File: src/mandelbrot_escape_iterator_core_assert.svh
// Assertion helpers for the RTL files of the escape iterator core.
`ifndef MANDELBROT_ESCAPE_ITERATOR_CORE_ASSERT_SVH
`define MANDELBROT_ESCAPE_ITERATOR_CORE_ASSERT_SVH

// The consequent must hold in the same cycle as the condition.
`define MEI_ASSERT_SAME(label, clk, rst, cond, expr, msg) \
   label: assert property (@(posedge clk) disable iff (rst) (cond) |-> (expr)) \
      else $error(msg);

// The consequent must hold in the cycle after the condition.
`define MEI_ASSERT_NEXT(label, clk, rst, cond, expr, msg) \
   label: assert property (@(posedge clk) disable iff (rst) (cond) |=> (expr)) \
      else $error(msg);

`endif

File: src/mei_pkg.sv
package mei_pkg;

   localparam int FRAC_BITS_DEF = 44;
   localparam int IMAGE_DIM     = 4096;

   localparam int COL_W       = 12;
   localparam int ORIGIN_W    = 48;
   localparam int STEP_W      = 47;
   localparam int ITER_W      = 16;
   localparam int MAG_OUT_W   = 32;
   localparam int CSR_INDEX_W = 8;
   localparam int CSR_DATA_W  = 48;

   // Signed workspace for saturating sums, rounded product magnitude width
   // (holds the cap of 2^62) and width of the squared magnitude sum.
   localparam int SAT_W  = 66;
   localparam int RMAG_W = 63;
   localparam int SUM_W  = 64;

   localparam logic [CSR_INDEX_W-1:0] CSR_ORIGIN_REAL   = 8'd0;
   localparam logic [CSR_INDEX_W-1:0] CSR_ORIGIN_IMAG   = 8'd1;
   localparam logic [CSR_INDEX_W-1:0] CSR_PIXEL_STEP    = 8'd2;
   localparam logic [CSR_INDEX_W-1:0] CSR_MAX_ITERATION = 8'd3;

   typedef struct packed {
      logic signed [ORIGIN_W-1:0] origin_real;
      logic signed [ORIGIN_W-1:0] origin_imag;
      logic [STEP_W-1:0]          pixel_step;
      logic [ITER_W-1:0]          max_iterations;
   } mei_cfg_type;

   localparam mei_cfg_type CFG_RESET = '{
      origin_real:    -48'sd74766790688768,
      origin_imag:    -48'sd28037546508288,
      pixel_step:     47'd15032385536,
      max_iterations: 16'd255
   };

   typedef struct packed {
      logic       load_pixel;
      logic       form_c;
      logic       take_abs;
      logic       mul_en;
      logic [1:0] mul_phase;
      logic       acc_clear;
      logic       acc_add;
      logic       round;
      logic       advance;
      logic       load_result;
   } mei_cmd_type;

   typedef struct packed {
      logic finished;
   } mei_status_type;

endpackage

File: src/mei_ctrl.sv
`include "mandelbrot_escape_iterator_core_assert.svh"

module mei_ctrl import mei_pkg::*; (
   input  logic           clock,
   input  logic           reset,
   input  logic           req_valid,
   output logic           req_ready,
   output logic           rsp_valid,
   input  logic           rsp_ready,
   input  mei_status_type status,
   output mei_cmd_type    cmd
);

   localparam logic [2:0] ST_IDLE   = 3'd0;
   localparam logic [2:0] ST_FORM_C = 3'd1;
   localparam logic [2:0] ST_ABS    = 3'd2;
   localparam logic [2:0] ST_MUL    = 3'd3;
   localparam logic [2:0] ST_ROUND  = 3'd4;
   localparam logic [2:0] ST_DECIDE = 3'd5;

   // Four partial products are issued, the last one is accumulated in the phase after it.
   localparam logic [2:0] MUL_LAST = 3'd4;

   logic [2:0] state_ff;
   logic [2:0] state_in;
   logic [2:0] phase_ff;
   logic [2:0] phase_in;
   logic       rsp_valid_ff;
   logic       rsp_valid_in;

   assign req_ready = (state_ff == ST_IDLE);
   assign rsp_valid = rsp_valid_ff;

   always_comb begin
      state_in     = state_ff;
      phase_in     = phase_ff;
      rsp_valid_in = rsp_valid_ff;
      cmd          = '0;
      if (rsp_valid_ff && rsp_ready) begin
         rsp_valid_in = 1'b0;
      end
      case (state_ff)
         ST_IDLE: begin
            if (req_valid) begin
               cmd.load_pixel = 1'b1;
               state_in       = ST_FORM_C;
            end
         end
         ST_FORM_C: begin
            cmd.form_c = 1'b1;
            state_in   = ST_ABS;
         end
         ST_ABS: begin
            cmd.take_abs = 1'b1;
            phase_in     = '0;
            state_in     = ST_MUL;
         end
         ST_MUL: begin
            cmd.mul_phase = phase_ff[1:0];
            cmd.mul_en    = (phase_ff != MUL_LAST);
            cmd.acc_clear = (phase_ff == '0);
            cmd.acc_add   = (phase_ff != '0);
            if (phase_ff == MUL_LAST) begin
               state_in = ST_ROUND;
            end else begin
               phase_in = phase_ff + 3'd1;
            end
         end
         ST_ROUND: begin
            cmd.round = 1'b1;
            state_in  = ST_DECIDE;
         end
         ST_DECIDE: begin
            if (status.finished) begin
               // A result still waiting for its transfer holds the core here.
               if (!rsp_valid_ff || rsp_ready) begin
                  cmd.load_result = 1'b1;
                  rsp_valid_in    = 1'b1;
                  state_in        = ST_IDLE;
               end
            end else begin
               cmd.advance = 1'b1;
               state_in    = ST_ABS;
            end
         end
         default: begin
            state_in = ST_IDLE;
         end
      endcase
   end

   always_ff @(posedge clock) begin
      if (reset) begin
         state_ff     <= ST_IDLE;
         phase_ff     <= '0;
         rsp_valid_ff <= 1'b0;
      end else begin
         state_ff     <= state_in;
         phase_ff     <= phase_in;
         rsp_valid_ff <= rsp_valid_in;
      end
   end

   `MEI_ASSERT_SAME(a_no_overwrite, clock, reset, cmd.load_result,
      !rsp_valid_ff || rsp_ready, "result loaded while the previous one awaits its transfer")
   `MEI_ASSERT_SAME(a_phase_range, clock, reset, state_ff == ST_MUL,
      phase_ff <= MUL_LAST, "multiply phase out of range")
   `MEI_ASSERT_NEXT(a_accept_starts, clock, reset, req_valid && req_ready,
      state_ff == ST_FORM_C && !req_ready, "accepted pixel did not start")
   `MEI_ASSERT_NEXT(a_result_shown, clock, reset, cmd.load_result,
      rsp_valid_ff && state_ff == ST_IDLE, "loaded result not presented")

endmodule

File: config.mk
export PLATFORM = sky130hd
export DESIGN_NAME = mei_ctrl
export DESIGN_NICKNAME = d
export VERILOG_FILES = /design/src/mei_pkg.sv /design/src/mei_ctrl.sv
export VERILOG_INCLUDE_DIRS = /design/src /design/src/src
export SDC_FILE = /design/constraint.sdc
export NUM_CORES = 1
export LEC_CHECK = 0
export CORE_AREA = 3 3 40 42
export CTS_CLUSTER_DIAMETER = 150
export DETAILED_ROUTE_END_ITERATION = 10
export DIE_AREA = 0 0 43 45
export DONT_BUFFER_PORTS = 1
export GPL_TIMING_DRIVEN = 0
export PLACE_DENSITY = 0.49
export SLEW_MARGIN = 20
export SYNTH_ARGS = -nofsm -noshare
export SYNTH_HDL_FRONTEND = slang
export SYNTH_SLANG_ARGS = --single-unit
File: constraint.sdc
create_clock -name clock -period 1.4 [get_ports clock]
set_input_delay 0.07 -clock clock [delete_from_list [all_inputs] [get_ports clock]]
set_output_delay 0.07 -clock clock [all_outputs]
set_load 0.01 [all_outputs]
; ---- After elaboration in Yosys (flattened, before gate mapping)
; Index checks and enable logic that the tools add are counted.
; Widths: inputs -> output; s select.
[op_classes]
reduce_logical = 9
n_mux = 21
n_addsub = 1
div = 0
magnitude_cmp = 0
shift = 0
bitwise = 0
n_eq_ne = 11
mul = 0
[ops]
columns = op, n
row1 = $pmux 3 s6, 1
row2 = $mux 3, 5
row3 = $mux 1, 12
row4 = $eq 3x3->1 const B, 3
row5 = $eq 3x2->1 const B, 2
row6 = $logic_not 3->1, 2
row7 = $ne 2x2->1 const B, 3
row8 = $ne 3x3->1 const B, 2
row9 = $pmux 3 s2, 1
row10 = $mux 5, 1
row11 = $add 3x1->3 const B, 1
row12 = $eq 3x1->1 const B, 1
row13 = $reduce_and 3->1, 1
row14 = $reduce_bool 3->1, 1
row15 = $mux 2, 1
row16 = $reduce_and 2->1, 1
row17 = $reduce_bool 2->1, 1
row18 = $logic_and 1x1->1, 1
row19 = $logic_not 1->1, 1
row20 = $logic_or 1x1->1, 1
[totals]
inputBits = 5
latch_bits = 0
mem_count = 0
romBits = 0
mem_bits_rw = 0
wordCells = 45
register_bits = 7

; ---- Longest topological paths before layout
[logic_depth]
ltp_word = 5
mapped_depth = 7

; ---- Least setup slack after synthesis
; No wires, ideal clock.
[synth_timing]
path_kind = flip-flop to flip-flop
start = reg phase_ff[0]
end = reg state_ff[2]
required_ps = 1278
path_stages_with_launch = 7
setup_slack_ps = 107
arrival_ps = 1171
cell_sequence = dfxtp_1 inv_1 ha_1 nand2_1 a31oi_1 o21ai_1 o311a_1
[synth_between]
elab_chain_cells = 3
[synth_rtl]
columns = item, line
row1 = "start, declared", mei_ctrl.sv:26  ; logic [2:0] phase_ff;
row2 = "start signal, assigned", mei_ctrl.sv:99  ; phase_ff <= phase_in;
row3 = $eq 3x3->1, mei_ctrl.sv:63  ; if (phase_ff == MUL_LAST) begin
row4 = $ne 2x2->1 (no source line), -
row5 = $reduce_and 3->1 (no source line), -
row6 = "end signal, assigned", mei_ctrl.sv:98  ; state_ff <= state_in;
row7 = "end, declared", mei_ctrl.sv:24  ; logic [2:0] state_ff;
; No other way between the ends.
; A chain may end at the register's enable or synchronous reset.

; ---- Worst setup path in the final report
; Same ends and word-level chain as after synthesis.

==> results.txt <==
The total via count after detailed routing is ~410. The post-detailed-route DRC marker count came out at 0. The delay of the slowest critical-path stage is around 0.33 ns.

The synthesized design contains 7 register bits. The power per cell area is about 1700 nW/um^2. The routability congestion estimate from global placement came out at 0.749. VDD sags by at most slightly below 700 uV. The commonest register cell after synthesis is sky130_fd_sc_hd__dfxtp_1. Cells fill between 40% and 50% of the core in the end. The max-capacitance violation count came out at 0. The first routing iteration left 5 violations. The cell count after placement is between 70 and 80. On the critical path the largest part of the delay comes from compound AO/OA/AOI/OAI gates.

Cells with a size suffix above 1 make up ~38% of the layout. Counting flops with a built-in enable in the synthesized netlist gives 0. The worst hold path belongs to the class input pin to flip-flop. The required arrival time at the worst endpoint came out at roughly 1.5 ns.

The final-report setup violation count is 0. The synthesized design spends more area on one cell type than any other, namely sky130_fd_sc_hd__dfxtp_1. The placed cell area came out at about 500 sq um. From bottom edge to top edge, the die measures between 40 and 50 microns. The area share of the largest cell type after synthesis is between 20 and 30%. The post-layout minimum cycle time is 1.33 ns. The final wirelength came out at 1120 microns.

The synthesized netlist devotes 17.6% of its cell area to compound gates. The aggregate global routing overflow is 0. The iteration count of the initial detailed-routing pass came out at 4. The clock insertion delay at the later pin of the skew report came out at ~0.25 ns.

The number of hold-slack violations in the final timing report is 0. The accumulated negative setup slack is 0 ns. Multiplexer cells account for 0% of the synthesized area. The global-route usage over all layers is 11.9%. The count of non-filler cells in the finished layout is 81. The commonest cells after synthesis are sky130_fd_sc_hd__dfxtp_1 (7), sky130_fd_sc_hd__a21oi_1 (6), sky130_fd_sc_hd__inv_1 (6). The number of primary I/O pins came out at 18. The deepest clock path buffer count is 2.

The achievable frequency came out at approximately 750 MHz. Ranked by total cell area, the synthesized netlist is headed by sky130_fd_sc_hd__dfxtp_1 (29%), sky130_fd_sc_hd__a21oi_1 (6.3%), sky130_fd_sc_hd__ha_1 (5.3%). The worst setup path is launched from a flip-flop. The remaining max-slew budget at the tightest pin came out at ~75%. The die is between 40 and 50 microns wide.

For this run, the post-layout net count is 74. The floorplan step defined a die boundary enclosing 1940 sq um. The sequential cell area in the final layout came out at about 140 sq um. The total inserted antenna cells is 0. met2 is the most crowded layer. Clock skew on the completed layout was measured at ~0.00014 ns. The critical path is of the flip-flop to flip-flop type. CTS built an H-tree with a depth of 1. The worst slack on hold paths is 0.0443 ns. The fraction of synthesis flops using an asynchronous set or reset pin is 0%. The pre-CTS setup slack is -0.0289 ns.

The number of global-route vias before repair came out at ~360. The via count normalized by instance count is a little over 5. The simple logic cell fraction of the synthesized area is approximately a third. The parity-gate share of the synthesized area counting xor and xnor cells came out at 3.68%. The cell area after synthesis came out at 475 sq um. Summing internal, switching and leakage power gives around 1.1 mW.

The first-pass GRT wire length is ~1700 microns. The growth of design area from synthesis to finish came out at 27.9%. TritonCTS built the clock tree.

The number of nets with antenna violations after detailed routing came out at 0. The flow ran to the end, and the final reports show no timing, DRC or antenna violations. For the pin with the worst max-slew slack, the measured transition is roughly 0.37 ns. The count of input and output buffers is 0. Dividing the detail-routed wire length by the instance count gives ~14 microns. Across all register-to-register paths, the minimum setup slack is around 0.068 ns. The cell chosen for the clock root is sky130_fd_sc_hd__clkbuf_4. Data on the critical path arrives at its endpoint at roughly 1.5 ns. The mean instance size in the synthesized netlist came out at around 8 sq um. The synthesized netlist net count came out at 67.

The count of different cell masters after synthesis is 32. For this run, the register share of the synthesized area comes to 29.5%. Global routing used between 10% and 20% of the available met2 tracks. The count of filler cells inserted in the layout is about 150.

The initial core utilization came out at 37.0%. Once routing completed, OpenROAD measured the worst setup slack at between 0.06 and 0.07 ns. The clock buffer count from CTS is 3. The critical path goes through inv_2 -> ha_4 -> nand2_2 -> a31oi_2 -> o21ai_2 -> o311a_1. The total number of placement rows came out at 13. The leakage power summed over all cells is 0.236 nW. The multi-input combinational cell area is between 300 and 400 sq um.

The type of element capturing the critical path is a flip-flop. By area, the combinational part of the netlist is dominated by simple AND/OR/NAND/NOR gates. The number of clock sinks came out at 7. Counting both buffers and inverters, the worst setup path holds a total of 1. The number of pins with negative max-slew slack in the final report came out at 0. The number of antenna violations at the first check in global routing is 0.

The number of instances in the synthesized netlist came out at 60. The synthesized-area fraction occupied by adder cells came out at roughly 5.3%. The largest individual stage delay along the critical path comes from the cell sky130_fd_sc_hd__dfxtp_2. The pin count of the biggest net entering global routing is 11. The core footprint is 1280 sq um.

The HPWL after detailed placement is roughly 800 microns. The met3 track utilization from global routing is a little over 7%. During synthesis, Yosys emitted a total of 0 warnings. Of all nets on the critical path, the largest fanout is 3.

The final standard cell area without fillers is 608 sq um. The share of the clock period used by the worst path after layout is a little over nine tenths. sky130_fd_sc_hd__dfxtp_1 is the most common cell in the netlist. After clock tree synthesis, the clock-pin slew on the worst setup and hold paths is 0.05 ns. In the global route stage, met1 resource usage came out at 16.0%.
==> sequential cells by signal (all words and copies together) (netlist names) <==
register / flops
phase_ff: 3
state_ff: 3
rsp_valid: 1
==> where the power goes <==
part,switching [mW],internal (mW)
sequential,0.0418,0.245
clock,0.0726,0.109
combinational,0.334,0.262
==> cells by family (layout without fill, tap and decap cells) <==
logic type                 after synthesis  after routing
and+or+nand+nor                         26             26
buffers and inverters                   10             16
xor gates and xnor gates                 2              2
DFF                                      7              7
AOI/OAI and AO/OA                       13             13
adders and majority gates                2              2
==> timing repair <==
item / 4_1_cts / 5_1_grt
pin swaps: 1 / 1
setup endpoints to repair: 4 / 9
endpoints found under the hold margin: 7 / 0
setup buffers: 0 / 1
hold buffers: 1 / 0
gates resized for setup: 4 / 16
==> final cells by class <==
| type | count | area share (%) |
|---|---|---|
| repair buffers | 2 | 2.88 |
| plain buffers | 3 | 4.32 |
| well taps | 15 | 3.09 |
| flip-flops and latches | 7 | 23.3 |
| inverters | 7 | 4.32 |
| multi-input cells | 43 | 57.8 |
| clock buffers | 4 | 4.32 |
==> metal layers <==
metal / vias up / wire [microns] / share of wire [%]
li1: 219 / - / -
met1: 186 / 497 / 45
met2: 9 / 542 / 49
met3: 0 / 76 / 6.8
met4: 0 / 0 / 0
met5: - / 0 / 0
==> path summary, 6_finish.rpt <==
path,start,to,cells past startpoint
max,phase_ff[0],state_ff[2],6
min reg2reg,phase_ff[0],phase_ff[0],2
min,status,rsp_valid,2
max reg2reg,phase_ff[0],state_ff[2],6
==> cells in the final DEF, fill, tap and decap left out, types with 2 or more instances in the layout <==
cell type,n
sky130_fd_sc_hd__nor2_2,2
sky130_fd_sc_hd__buf_4,3
sky130_fd_sc_hd__xnor2_1,2
sky130_fd_sc_hd__nand2_2,2
sky130_fd_sc_hd__inv_1,4
sky130_fd_sc_hd__clkbuf_4,3
sky130_fd_sc_hd__nand3_1,3
sky130_fd_sc_hd__nand2_1,3
sky130_fd_sc_hd__inv_2,3
sky130_fd_sc_hd__dfxtp_1,6
sky130_fd_sc_hd__a21oi_1,5
(Power assumes the default switching activity.)
