### src/mandelbrot_escape_iterator_core_assert.svh
// Assertion helpers for the RTL files of the escape iterator core.
`ifndef MANDELBROT_ESCAPE_ITERATOR_CORE_ASSERT_SVH
`define MANDELBROT_ESCAPE_ITERATOR_CORE_ASSERT_SVH

// The consequent must hold in the same cycle as the condition.
`define MEI_ASSERT_SAME(label, clk, rst, cond, expr, msg) \
   label: assert property (@(posedge clk) disable iff (rst) (cond) |-> (expr)) \
      else $error(msg);

// The consequent must hold in the cycle after the condition.
`define MEI_ASSERT_NEXT(label, clk, rst, cond, expr, msg) \
   label: assert property (@(posedge clk) disable iff (rst) (cond) |=> (expr)) \
      else $error(msg);

`endif

### src/mei_pkg.sv
package mei_pkg;

   localparam int FRAC_BITS_DEF = 44;
   localparam int IMAGE_DIM     = 4096;

   localparam int COL_W       = 12;
   localparam int ORIGIN_W    = 48;
   localparam int STEP_W      = 47;
   localparam int ITER_W      = 16;
   localparam int MAG_OUT_W   = 32;
   localparam int CSR_INDEX_W = 8;
   localparam int CSR_DATA_W  = 48;

   // Signed workspace for saturating sums, rounded product magnitude width
   // (holds the cap of 2^62) and width of the squared magnitude sum.
   localparam int SAT_W  = 66;
   localparam int RMAG_W = 63;
   localparam int SUM_W  = 64;

   localparam logic [CSR_INDEX_W-1:0] CSR_ORIGIN_REAL   = 8'd0;
   localparam logic [CSR_INDEX_W-1:0] CSR_ORIGIN_IMAG   = 8'd1;
   localparam logic [CSR_INDEX_W-1:0] CSR_PIXEL_STEP    = 8'd2;
   localparam logic [CSR_INDEX_W-1:0] CSR_MAX_ITERATION = 8'd3;

   typedef struct packed {
      logic signed [ORIGIN_W-1:0] origin_real;
      logic signed [ORIGIN_W-1:0] origin_imag;
      logic [STEP_W-1:0]          pixel_step;
      logic [ITER_W-1:0]          max_iterations;
   } mei_cfg_type;

   localparam mei_cfg_type CFG_RESET = '{
      origin_real:    -48'sd74766790688768,
      origin_imag:    -48'sd28037546508288,
      pixel_step:     47'd15032385536,
      max_iterations: 16'd255
   };

   typedef struct packed {
      logic       load_pixel;
      logic       form_c;
      logic       take_abs;
      logic       mul_en;
      logic [1:0] mul_phase;
      logic       acc_clear;
      logic       acc_add;
      logic       round;
      logic       advance;
      logic       load_result;
   } mei_cmd_type;

   typedef struct packed {
      logic finished;
   } mei_status_type;

endpackage

### src/mei_csr.sv
module mei_csr import mei_pkg::*; (
   input  logic                   clock,
   input  logic                   reset,
   input  logic                   csr_valid,
   output logic                   csr_ready,
   input  logic [CSR_INDEX_W-1:0] csr_index,
   input  logic [CSR_DATA_W-1:0]  csr_data,
   output mei_cfg_type            cfg
);

   mei_cfg_type cfg_ff;
   mei_cfg_type cfg_in;

   assign csr_ready = 1'b1;
   assign cfg       = cfg_ff;

   always_comb begin
      cfg_in = cfg_ff;
      if (csr_valid) begin
         case (csr_index)
            CSR_ORIGIN_REAL:   cfg_in.origin_real    = csr_data[ORIGIN_W-1:0];
            CSR_ORIGIN_IMAG:   cfg_in.origin_imag    = csr_data[ORIGIN_W-1:0];
            CSR_PIXEL_STEP:    cfg_in.pixel_step     = csr_data[STEP_W-1:0];
            CSR_MAX_ITERATION: cfg_in.max_iterations = csr_data[ITER_W-1:0];
            default:           cfg_in = cfg_ff;
         endcase
      end
   end

   always_ff @(posedge clock) begin
      if (reset) begin
         cfg_ff <= CFG_RESET;
      end else begin
         cfg_ff <= cfg_in;
      end
   end

endmodule

### config.mk
export PLATFORM = sky130hd
export DESIGN_NAME = mei_csr
export DESIGN_NICKNAME = d
export VERILOG_FILES = /design/src/mandelbrot_escape_iterator_core_assert.svh /design/src/mei_pkg.sv /design/src/mei_csr.sv
export SDC_FILE = /design/constraint.sdc
export NUM_CORES = 1
export LEC_CHECK = 0
export ABC_AREA = 1
export BUFFER_PORTS_ARGS = -buffer_cell sky130_fd_sc_hd__buf_4
export CORE_UTILIZATION = 50
export CTS_CLUSTER_SIZE = 24
export DETAILED_ROUTE_END_ITERATION = 7
export GPL_ROUTABILITY_DRIVEN = 0
export PLACE_DENSITY = 0.85
export SLEW_MARGIN = 20
export SYNTH_ARGS = -nofsm -noshare
export SYNTH_HDL_FRONTEND = slang
export SYNTH_SLANG_ARGS = --single-unit
### constraint.sdc
create_clock -name clock -period 1.15 [get_ports clock]
set_input_delay 0.115 -clock clock [delete_from_list [all_inputs] [get_ports clock]]
set_output_delay 0.115 -clock clock [all_outputs]
set_load 0.005 [all_outputs]
# --- Yosys cells after proc, flatten, opt, wreduce, memory -nomap -nowiden ---
# Index checks and enable logic that the tools add are counted.
totals:
  ramBits: 0
  latchBits: 0
  out_inout_bits: 160
  reg_bits: 159
  memories: 0
  input_bits: 59
  romBits: 0
  word_cells: 12
op_classes:
  n_addsub: 0
  reduce_logical: 5
  bitwise_logic: 0
  n_shift: 0
  div_mod_pow: 0
  mux: 0
  order_cmp: 0
  n_mul: 0
  n_eq_ne: 3
ops:
  columns: ["cell", "n"]
  rows:
  - ["8-bit by 2-bit equality test with 1-bit output, second input constant", 2]
  - ["8-bit by 1-bit equality test with 1-bit output, second input constant", 1]
  - ["8-bit zero test", 1]
  - ["2-bit AND reduction", 4]

# --- Logic depth before layout (Yosys ltp) ---
# Gate-level depths: netlist of the first run.
logic_depth:
  word_depth: 2
  ltp_mapped: 8
  mapped_depth_nobuf: 6

# --- Least setup slack after synthesis of the first run ---
# Ideal clock, no wire load.
synth_timing:
  path_type: "input to register"
  from: "input csr_index[3]"
  to: "register cfg_ff (netlist bit cfg[125])"
  setup_slack_ns: 0.092
  t_required_ns: 1.035
  arrival_ns: 0.943
  path_buffers: 2
  setup_time_ns: 0.115
  cell_stages: 8
  cell_sequence: "nor2_1 > nand2_1 > nor2_2 > buf_4 > buf_2 > nand3_1 > nand2_1 > nor2_1"
synth_between:
  elab_chain_cells: 2
synth_lines:
  columns: ["element", "line_no", "rtl"]
  rows:
  - ["from (decl)", "mei_csr.sv:6", "input logic [CSR_INDEX_W-1:0] csr_index,"]
  - ["8-bit zero test", "mei_csr.sv:20", "case (csr_index)"]
  - ["2-bit AND reduction (no line)", null, null]
  - ["to (signal assigned)", "mei_csr.sv:34", "cfg_ff <= cfg_in;"]
  - ["to (decl)", "mei_csr.sv:11", "mei_cfg_type cfg_ff;"]
# Every way passes these cells.
# A chain may end at the register's enable or synchronous reset.

==> metrics, run 1 <==
CTS tree=yes; Hold Path Depth=5; Syn Area/Cell=7.14 sq um; CP bufs+invs=4; die area=0.0136 sq mm; PnR worst setup slack=0.0820 ns; CP max stage delay=0.54 ns; GRT overflow=0; via count=7004; FFs w/ async S/R, synth=0; number of synthesized flops with an enable pin=0; Routed wire per std cell=14.3 microns; first-pass GRT wire length=29.3 mm; core area=0.0127 sq mm; Initial DRC Count=646; clock skew=0 ns; FF-to-FF setup slack=0.48 ns; Crit Path Class=primary input to register; pre-CTS worst setup slack=-0.183 ns; Tcrit/Tclk final=0.929; Clk pin slew, worst setup/hold paths=0.06 ns; max-slew violation count=0; top cells by area, synth=dfxtp_1 48%, nand3_1 14%, a21oi_1 10%; fin nets=1207; vias in the first global route=6018; Crit Path Max Fanout=53; largest area contributor in the netlist=dfxtp_1; syn nets=980; Vias/cell=5.26; cell with the most instances after synthesis=nand3_1; total setup buffers inserted after CTS=0; reg-to-reg endpoint=cfg[101]; FF+latch count, synth=159; status=completed; Cell Pwr Density=1250 mW/mm^2; synthesized cell area=0.00657 sq mm; Post-Syn Instances=921; CP Capture Type=register; slowest CP cell=dlygate4sd3_1; root buf cell=clkbuf_16; proportion of layout cells with a drive suffix above 1=0.259; max cap viols=0; final wirelength=19.1 mm; Initial Util=0.517; Post-synth top cells=181 x nand3_1, 167 x nand2_1, 159 x dfxtp_1, 141 x nor2_1, 137 x a21oi_1; CP Data Required Time=1.51 ns; min cycle time layout=1.07 ns; Die H=117 microns; worst skew pair latency=0.42 ns; crit start category=primary input; setup_tns=0 ns; Detail Route Antenna Nets=0; depth of the worst register-to-register path=2; Crit path max-delay family=buffers and inverters; worst r2r src=cfg[101]; # IOs=219; class of the worst hold path=primary input to register; leakage dissipation=4.43 nW; RSZ-0062 raised after global routing=no; drc violations=0; Max clock buf depth=2; Die W=117 microns; Rows=41; DP HPWL=12.6 mm; # H-tree levels=4; max reg flops=159; Worst Hold Launch=csr_data[22]; Final Setup Violations=0; synth unique cells=15; Main synth FF type=dfxtp_1; Total GRT Usage=0.277; Final Hold Viols=0; initial antenna violation count=0; ant diodes=0; Clock Sinks=159; VDD IR max=912 uV; crit path DAT=1.42 ns; hold-critical path endpoint=cfg[38]; CTS Buf Count=17; Max Freq=936 MHz; Yosys top cell area share=0.484; cell chain of the critical path=dlygate4sd3_1, buf_4, inv_4, buf_12, nand2_1, nor2_1; sequential cell area fraction in the yosys report=0.484; pin count of the biggest net entering global routing=71; router iterations before antenna repair=5; yosys warns=0; Layout area overhead=44.1%; Buffers on Ports=217
==> stage by stage <==
stage / utilization / cells / power, mW / area (sq um) / hold slack, ns
2_1_floorplan: - / 921 / 6.08 / 6570 / 0.269
3_3_place_gp: 0.682 / 1280 / 6.48 / 8680 / 0.363
3_5_place_dp: 0.682 / 1280 / 6.48 / 8680 / 0.370
4_1_cts: 0.742 / 1331 / 11.9 / 9440 / 0.0351
5_1_grt: 0.745 / 1332 / 12.3 / 9470 / 0.0596
6_report: 0.745 / 1332 / 11.9 / 9470 / 0.0472
==> per-layer routing <==
metal	GRT usage	share of wire	vias to the layer above
met5	0	0	-
met4	0.145	0.037	0
met3	0.0732	0.077	52
met2	0.447	0.48	311
met1	0.340	0.41	3199
li1	-	-	3442
==> power breakdown <==
group	switching, mW	leakage (nW)	total, mW	internal (mW)
clock	2.12	0.275	5.42	3.29
sequential	0.00737	1.28	5.53	5.52
combinational	0.524	2.87	0.928	0.404
==> layout make-up <==
cell class                      count  area [sq um]
Multi-Input combinational cell    629          2780
Sequential cell                   159          3180
Tap cell                          172           215
Inverter                           51           195
Timing Repair Buffer              290          2540
Clock inverter                      6          83.8
Fill cell                         932          3250
Clock buffer                       25           475
==> timing repair <==
| item | CTS | global route |
|---|---|---|
| hold buffers | 20 | 0 |
| resized for setup | 0 | 1 |
| endpoints found under the setup margin | 0 | 2 |
| endpoints found under the hold margin | 26 | 0 |
==> placed cells by master, fill, tap and decap left out <==
cell type | netlist | routed
nor2_1 | 141 | 140
a21oi_1 | 137 | 137
buf_16 | 0 | 1
buf_4 | 23 | 246
dlygate4sd3_1 | 0 | 20
nor2_4 | 1 | 3
bufinv_16 | 0 | 2
dfxtp_1 | 159 | 159
clkbuf_16 | 0 | 18
clkinv_2 | 0 | 4
nand3_1 | 181 | 181
buf_12 | 0 | 22
inv_1 | 49 | 49
clkbuf_1 | 21 | 6
clkbuf_8 | 0 | 2
inv_4 | 0 | 1
nand2_1 | 167 | 167
clkinv_4 | 0 | 1
conb_1 | 1 | 1
==> tightest hold or removal path, stage by stage <==
cell	delay, ns
buf_4	0.08
inv_1	0.05
nand3_1	0.08
nand2_1	0.04
nor2_1	0.07
==> how the worst max path moves through the flow <==
stage | startpoint | to | slack [ns] | cells after the start
after floorplan | csr_index[3] | cfg[125] | 0.09 | 8
after global placement | csr_index[3] | cfg[61] | -0.15 | 9
after detailed placement | csr_index[3] | cfg[21] | -0.18 | 9
after CTS | reset | cfg[101] | 0.04 | 6
after global routing | reset | cfg[58] | 0.005 | 6
final | reset | cfg[64] | 0.08 | 6
==> cell families after synthesis <==
group | Yosys count | synth area share
buf+inv | 133 | 0.0946
other cells | 1 | 0.000570
flops | 159 | 0.484
compound gates | 137 | 0.104
simple gates | 491 | 0.316
Note: power is estimated with default switching activity, not from simulation.
==> inputs of run 2 (changes only) <==
--- a/config.mk
+++ b/config.mk
@@ -12,6 +12,7 @@
 export DETAILED_ROUTE_END_ITERATION = 7
 export GPL_ROUTABILITY_DRIVEN = 0
 export PLACE_DENSITY = 0.85
+export SKIP_CTS_REPAIR_TIMING = 1
 export SLEW_MARGIN = 20
 export SYNTH_ARGS = -nofsm -noshare
 export SYNTH_HDL_FRONTEND = slang
==> constraint.sdc (replaced) <==
create_clock -name clock -period 1.05 [get_ports clock]
set_input_delay 0.105 -clock clock [delete_from_list [all_inputs] [get_ports clock]]
set_output_delay 0.105 -clock clock [all_outputs]
set_load 0.005 [all_outputs]
==> run 2 against run 1 <==
Effect of this change: routed wire length grew 2.7%; via count grew 1.4%; the flow now finishes with violations (hold timing); clock power grew 11%.
==> metrics, run 2 (synthesis results as in run 1) <==
first-pass GRT wire length=29.0 mm (-1.2%); VDD IR max=1050 uV (+15%); status=finished, violations left; # H-tree levels=4 (unchanged); Buffers on Ports=217 (unchanged); Crit Path Class=register to output port; Crit Path Max Fanout=2 (-96%); die area=0.0136 sq mm (unchanged); Final Power=13.1 mW (+10%); Clk pin slew, worst setup/hold paths=0.06 ns (about the same); min cycle time layout=1.05 ns; fin nets=1217 (+0.83%); setup_tns=0 ns (unchanged); Initial Util=0.517 (unchanged); Worst Hold Launch=reset; Crit path max-delay family=flip-flops; drc violations=0 (unchanged); ant diodes=0 (unchanged); Total GRT Usage=0.274 (-0.00346); Tcrit/Tclk final=0.997; Cell Pwr Density=1380 mW/mm^2 (+9.8%); Worst Setup SP=cfg[109]; initial antenna violation count=0 (unchanged); commonest cells after routing, fill and taps aside=257 x buf_4, 181 x nand3_1, 167 x nand2_1, 156 x dfxtp_1, 140 x nor2_1; cell chain of the critical path=buf_4; class of the worst hold path=primary input to register; Routed wire per std cell=14.6 microns (+1.9%); CP bufs+invs=1 (-3); CP Data Required Time=0.94 ns (-0.57 ns); Clock Sinks=159 (unchanged); Seq. cell area=0.00319 sq mm (+0.12%); area of the multi-input gates=0.00278 sq mm (unchanged); crit start category=register; CTS tree=yes; clock skew=0 ns (unchanged); CTS Buf Count=17 (unchanged); Final Hold Viols=1 (+1); final core occ=0.748 (+0.00334); Rows=41 (unchanged); fillers=985 (+5.7%); GRT overflow=0 (unchanged); core area=0.0127 sq mm (unchanged); proportion of layout cells with a drive suffix above 1=0.267 (+0.00805); via count=7101 (+1.4%); router iterations before antenna repair=5 (unchanged); CP Capture Type=output port; max reg flops=159 (unchanged); Final Setup Violations=0 (unchanged); vias in the first global route=6063 (+0.75%); leakage dissipation=4.47 nW (+0.89%); # IOs=219 (unchanged); Worst Hold Slack=-0.0159 ns (-0.0630 ns); CP max stage delay=0.37 ns (-0.17 ns); most common cell after layout, fill and taps aside=buf_4; Detail Route Antenna Nets=0 (unchanged); Vias/cell=5.29 (+0.63%); final wirelength=19.6 mm (+2.7%); Layout area overhead=44.8%; Initial DRC Count=550 (-15%); worst r2r src=cfg[64]; DP HPWL=12.8 mm (+2.2%); slowest CP cell=dfxtp_1; max cap viols=0 (unchanged); Max Freq=955 MHz; failing checks=hold timing; crit path DAT=0.94 ns (-0.48 ns); Die W=117 microns (unchanged); Max clock buf depth=2 (unchanged); worst skew pair latency=0.42 ns (about the same); Die H=117 microns (unchanged); pin count of the biggest net entering global routing=57 (-20%); max-slew violation count=0 (unchanged); root buf cell=clkbuf_16
[run 2: changes by cell type in the layout (fill, tap and decap cells not counted), moves of 2 or more]
cell | previous run | this run
dfxtp_2 | 0 | 3
buf_4 | 246 | 257
dfxtp_1 | 159 | 156
dlygate4sd3_1 | 20 | 22
[run 2: final cells by class]
cell class | count | share of cell area
clock inverter | 6 | 0.00868
inverter | 51 | 0.0205
sequential | 159 | 0.335
clock buffer | 25 | 0.0510
tap | 172 | 0.0226
multi-input combinational | 629 | 0.292
timing repair buffer | 300 | 0.270
[run 2: metal layers]
layer,GRT usage,share of wire,wire (microns),vias up
li1,-,-,-,3459
met1,0.321,0.41,8040,3323
met2,0.467,0.50,9710,262
met3,0.0773,0.063,1240,57
met4,0.120,0.031,602,0
met5,0,0,0,-
[run 2: path summary, 6_finish.rpt]
| path | end | slack, ns | cells after the start |
|---|---|---|---|
| setup / recovery | cfg[109] | 0.003 | 1 |
| hold / removal | cfg[126] | -0.02 | 4 |
| setup reg to reg | cfg[64] | 0.38 | 2 |
| hold reg to reg | cfg[158] | 0.46 | 2 |
[run 2: power breakdown]
part / total, mW / internal (mW) / leakage [nW] / switching [mW]
Combinational: 1.03 / 0.451 / 2.91 / 0.576
Sequential: 6.06 / 6.05 / 1.28 / 0.00836
Clock: 6.01 / 3.66 / 0.277 / 2.34
[run 2: through the flow]
| step | setup slack [ns] | instances | instance area, sq um |
|---|---|---|---|
| after floorplan | 0.00230 | 921 | 6570 |
| after global placement | -0.240 | 1289 | 8720 |
| after detailed placement | -0.295 | 1289 | 8720 |
| after CTS | 0.00529 | 1320 | 9290 |
| after global routing | -0.0233 | 1342 | 9520 |
| final | 0.00336 | 1342 | 9520 |
==> inputs of run 3 (changes only) <==
--- a/config.mk
+++ b/config.mk
@@ -11,7 +11,7 @@
 export CTS_CLUSTER_SIZE = 24
 export DETAILED_ROUTE_END_ITERATION = 7
 export GPL_ROUTABILITY_DRIVEN = 0
-export PLACE_DENSITY = 0.85
+export PLACE_DENSITY = 0.79
 export SKIP_CTS_REPAIR_TIMING = 1
 export SLEW_MARGIN = 20
 export SYNTH_ARGS = -nofsm -noshare
==> run 3 against run 2 <==
Effect of this change: the run ends with setup timing left; power increased by 4.1%; global-route usage shrank 0.095 points; clock-buffer cell count shrank 2; worst setup slack got worse by 0.0097 ns; die area unchanged; largest power group is now the clock network; highest routed layer unchanged.
==> metrics, run 3 (synthesis results as in run 1) <==
crit path DAT=0.95 ns (about the same); Crit Path Class=register to output port; Initial Util=0.517 (unchanged); Die H=117 microns (unchanged); worst skew pair latency=0.42 ns (about the same); Cell Pwr Density=1430 mW/mm^2 (+4.0%); post-placement cell area=0.00870 sq mm (-0.29%); commonest cells after routing, fill and taps aside=251 x buf_4, 181 x nand3_1, 167 x nand2_1, 154 x dfxtp_1, 140 x nor2_1; Crit Path Max Fanout=2 (unchanged); max reg flops=159 (unchanged); first-pass GRT wire length=29.0 mm (about the same); PnR worst setup slack=-0.00632 ns (-0.00968 ns); Rows=41 (unchanged); CTS Buf Count=17 (unchanged); Max Freq=947 MHz (-0.92%); Clk pin slew, worst setup/hold paths=0.06 ns (about the same); max cap viols=0 (unchanged); CP Data Required Time=0.94 ns (about the same); Final Hold Viols=0 (-1); CTS tree=yes; # H-tree levels=4 (unchanged); Tcrit/Tclk final=1.01 (+0.00922); root buf cell=clkbuf_16; fillers=990 (+0.51%); CP bufs+invs=1 (unchanged); VDD IR max=934 uV (-11%); router iterations before antenna repair=5 (unchanged); pin count of the biggest net entering global routing=50 (-12%); ant diodes=0 (unchanged); Initial DRC Count=546 (-0.73%); proportion of layout cells with a drive suffix above 1=0.268 (+0.00161); crit start category=register; cell chain of the critical path=buf_4; GRT overflow=0 (unchanged); Max clock buf depth=2 (unchanged); Buffers on Ports=217 (unchanged); Vias/cell=5.22 (-1.4%); Final Cell Area=0.00953 sq mm (+0.14%); Crit path max-delay family=flip-flops; CP max stage delay=0.38 ns (about the same); class of the worst hold path=primary input to register; setup_tns=-0.00632 ns (-0.00632 ns); vias in the first global route=5945 (-1.9%); # IOs=219 (unchanged); Total GRT Usage=0.273 (-0.000950); Detail Route Antenna Nets=0 (unchanged); drc violations=0 (unchanged); failing checks=setup timing; most common cell after layout, fill and taps aside=buf_4; CP Capture Type=output port; die area=0.0136 sq mm (unchanged); slowest CP cell=dfxtp_1; initial antenna violation count=0 (unchanged); min cycle time layout=1.06 ns (+0.00968 ns); via count=6964 (-1.9%); DP HPWL=12.6 mm (-1.9%); status=finished, violations left; clock skew=0 ns (unchanged); core area=0.0127 sq mm (unchanged); fin nets=1209 (-0.66%); Final Setup Violations=1 (+1); Die W=117 microns (unchanged); final core occ=0.749 (+0.00108); leakage dissipation=4.46 nW (-0.20%); max-slew violation count=0 (unchanged); Routed wire per std cell=14.2 microns (-2.8%); Clock Sinks=159 (unchanged); final wirelength=18.9 mm (-3.3%); Layout area overhead=45.0%
run 3: path summary, 6_finish.rpt:
check / from / to / slack, ns / cells after the start
min reg2reg: cfg[47] / cfg[47] / 0.46 / 2
max: cfg[104] / cfg[104] / -0.006 / 1
max reg2reg: cfg[150] / cfg[150] / 0.40 / 2
min: csr_index[1] / cfg[109] / 0.03 / 4
run 3: routing by layer:
metal,wire [microns],vias to the layer above,share of wire,track usage
met4,538,0,0.028,0.117
met3,1330,40,0.070,0.0690
met1,7930,3206,0.42,0.337
li1,-,3445,-,-
met5,0,-,0,0
met2,9130,273,0.48,0.452
run 3: final cells by class:
type	count	area [sq um]	share of cell area
flip-flops and latches	159	3190	0.335
clock inverters	9	156	0.0164
well taps	172	215	0.0226
multi-input cells	629	2780	0.292
inverters	51	195	0.0205
repair buffers	292	2510	0.264
clock buffers	23	478	0.0502
run 3: tightest hold or removal path: cells and delay by family:
kind | cells | cell delay [ns]
buffers and inverters | 1 | 0.10
and+or+nand+nor | 3 | 0.19
run 3: report_power, final:
part | leakage, nW | internal (mW) | switching, mW
combinational | 2.88 | 0.441 | 0.567
sequential | 1.28 | 6.05 | 0.00817
clock | 0.300 | 4.17 | 2.40
run 3: per-stage QoR:
| step | cells | setup slack [ns] | power (mW) | hold WS (ns) |
|---|---|---|---|---|
| final | 1335 | -0.00632 | 13.6 | 0.0319 |
| after CTS | 1316 | -0.00268 | 13.7 | -0.0823 |
| after detailed placement | 1284 | -0.232 | 7.12 | 0.361 |
| after global placement | 1284 | -0.194 | 7.11 | 0.356 |
| after floorplan | 921 | 0.00230 | 6.66 | 0.259 |
| after global routing | 1335 | -0.0381 | 14.1 | 0.0266 |
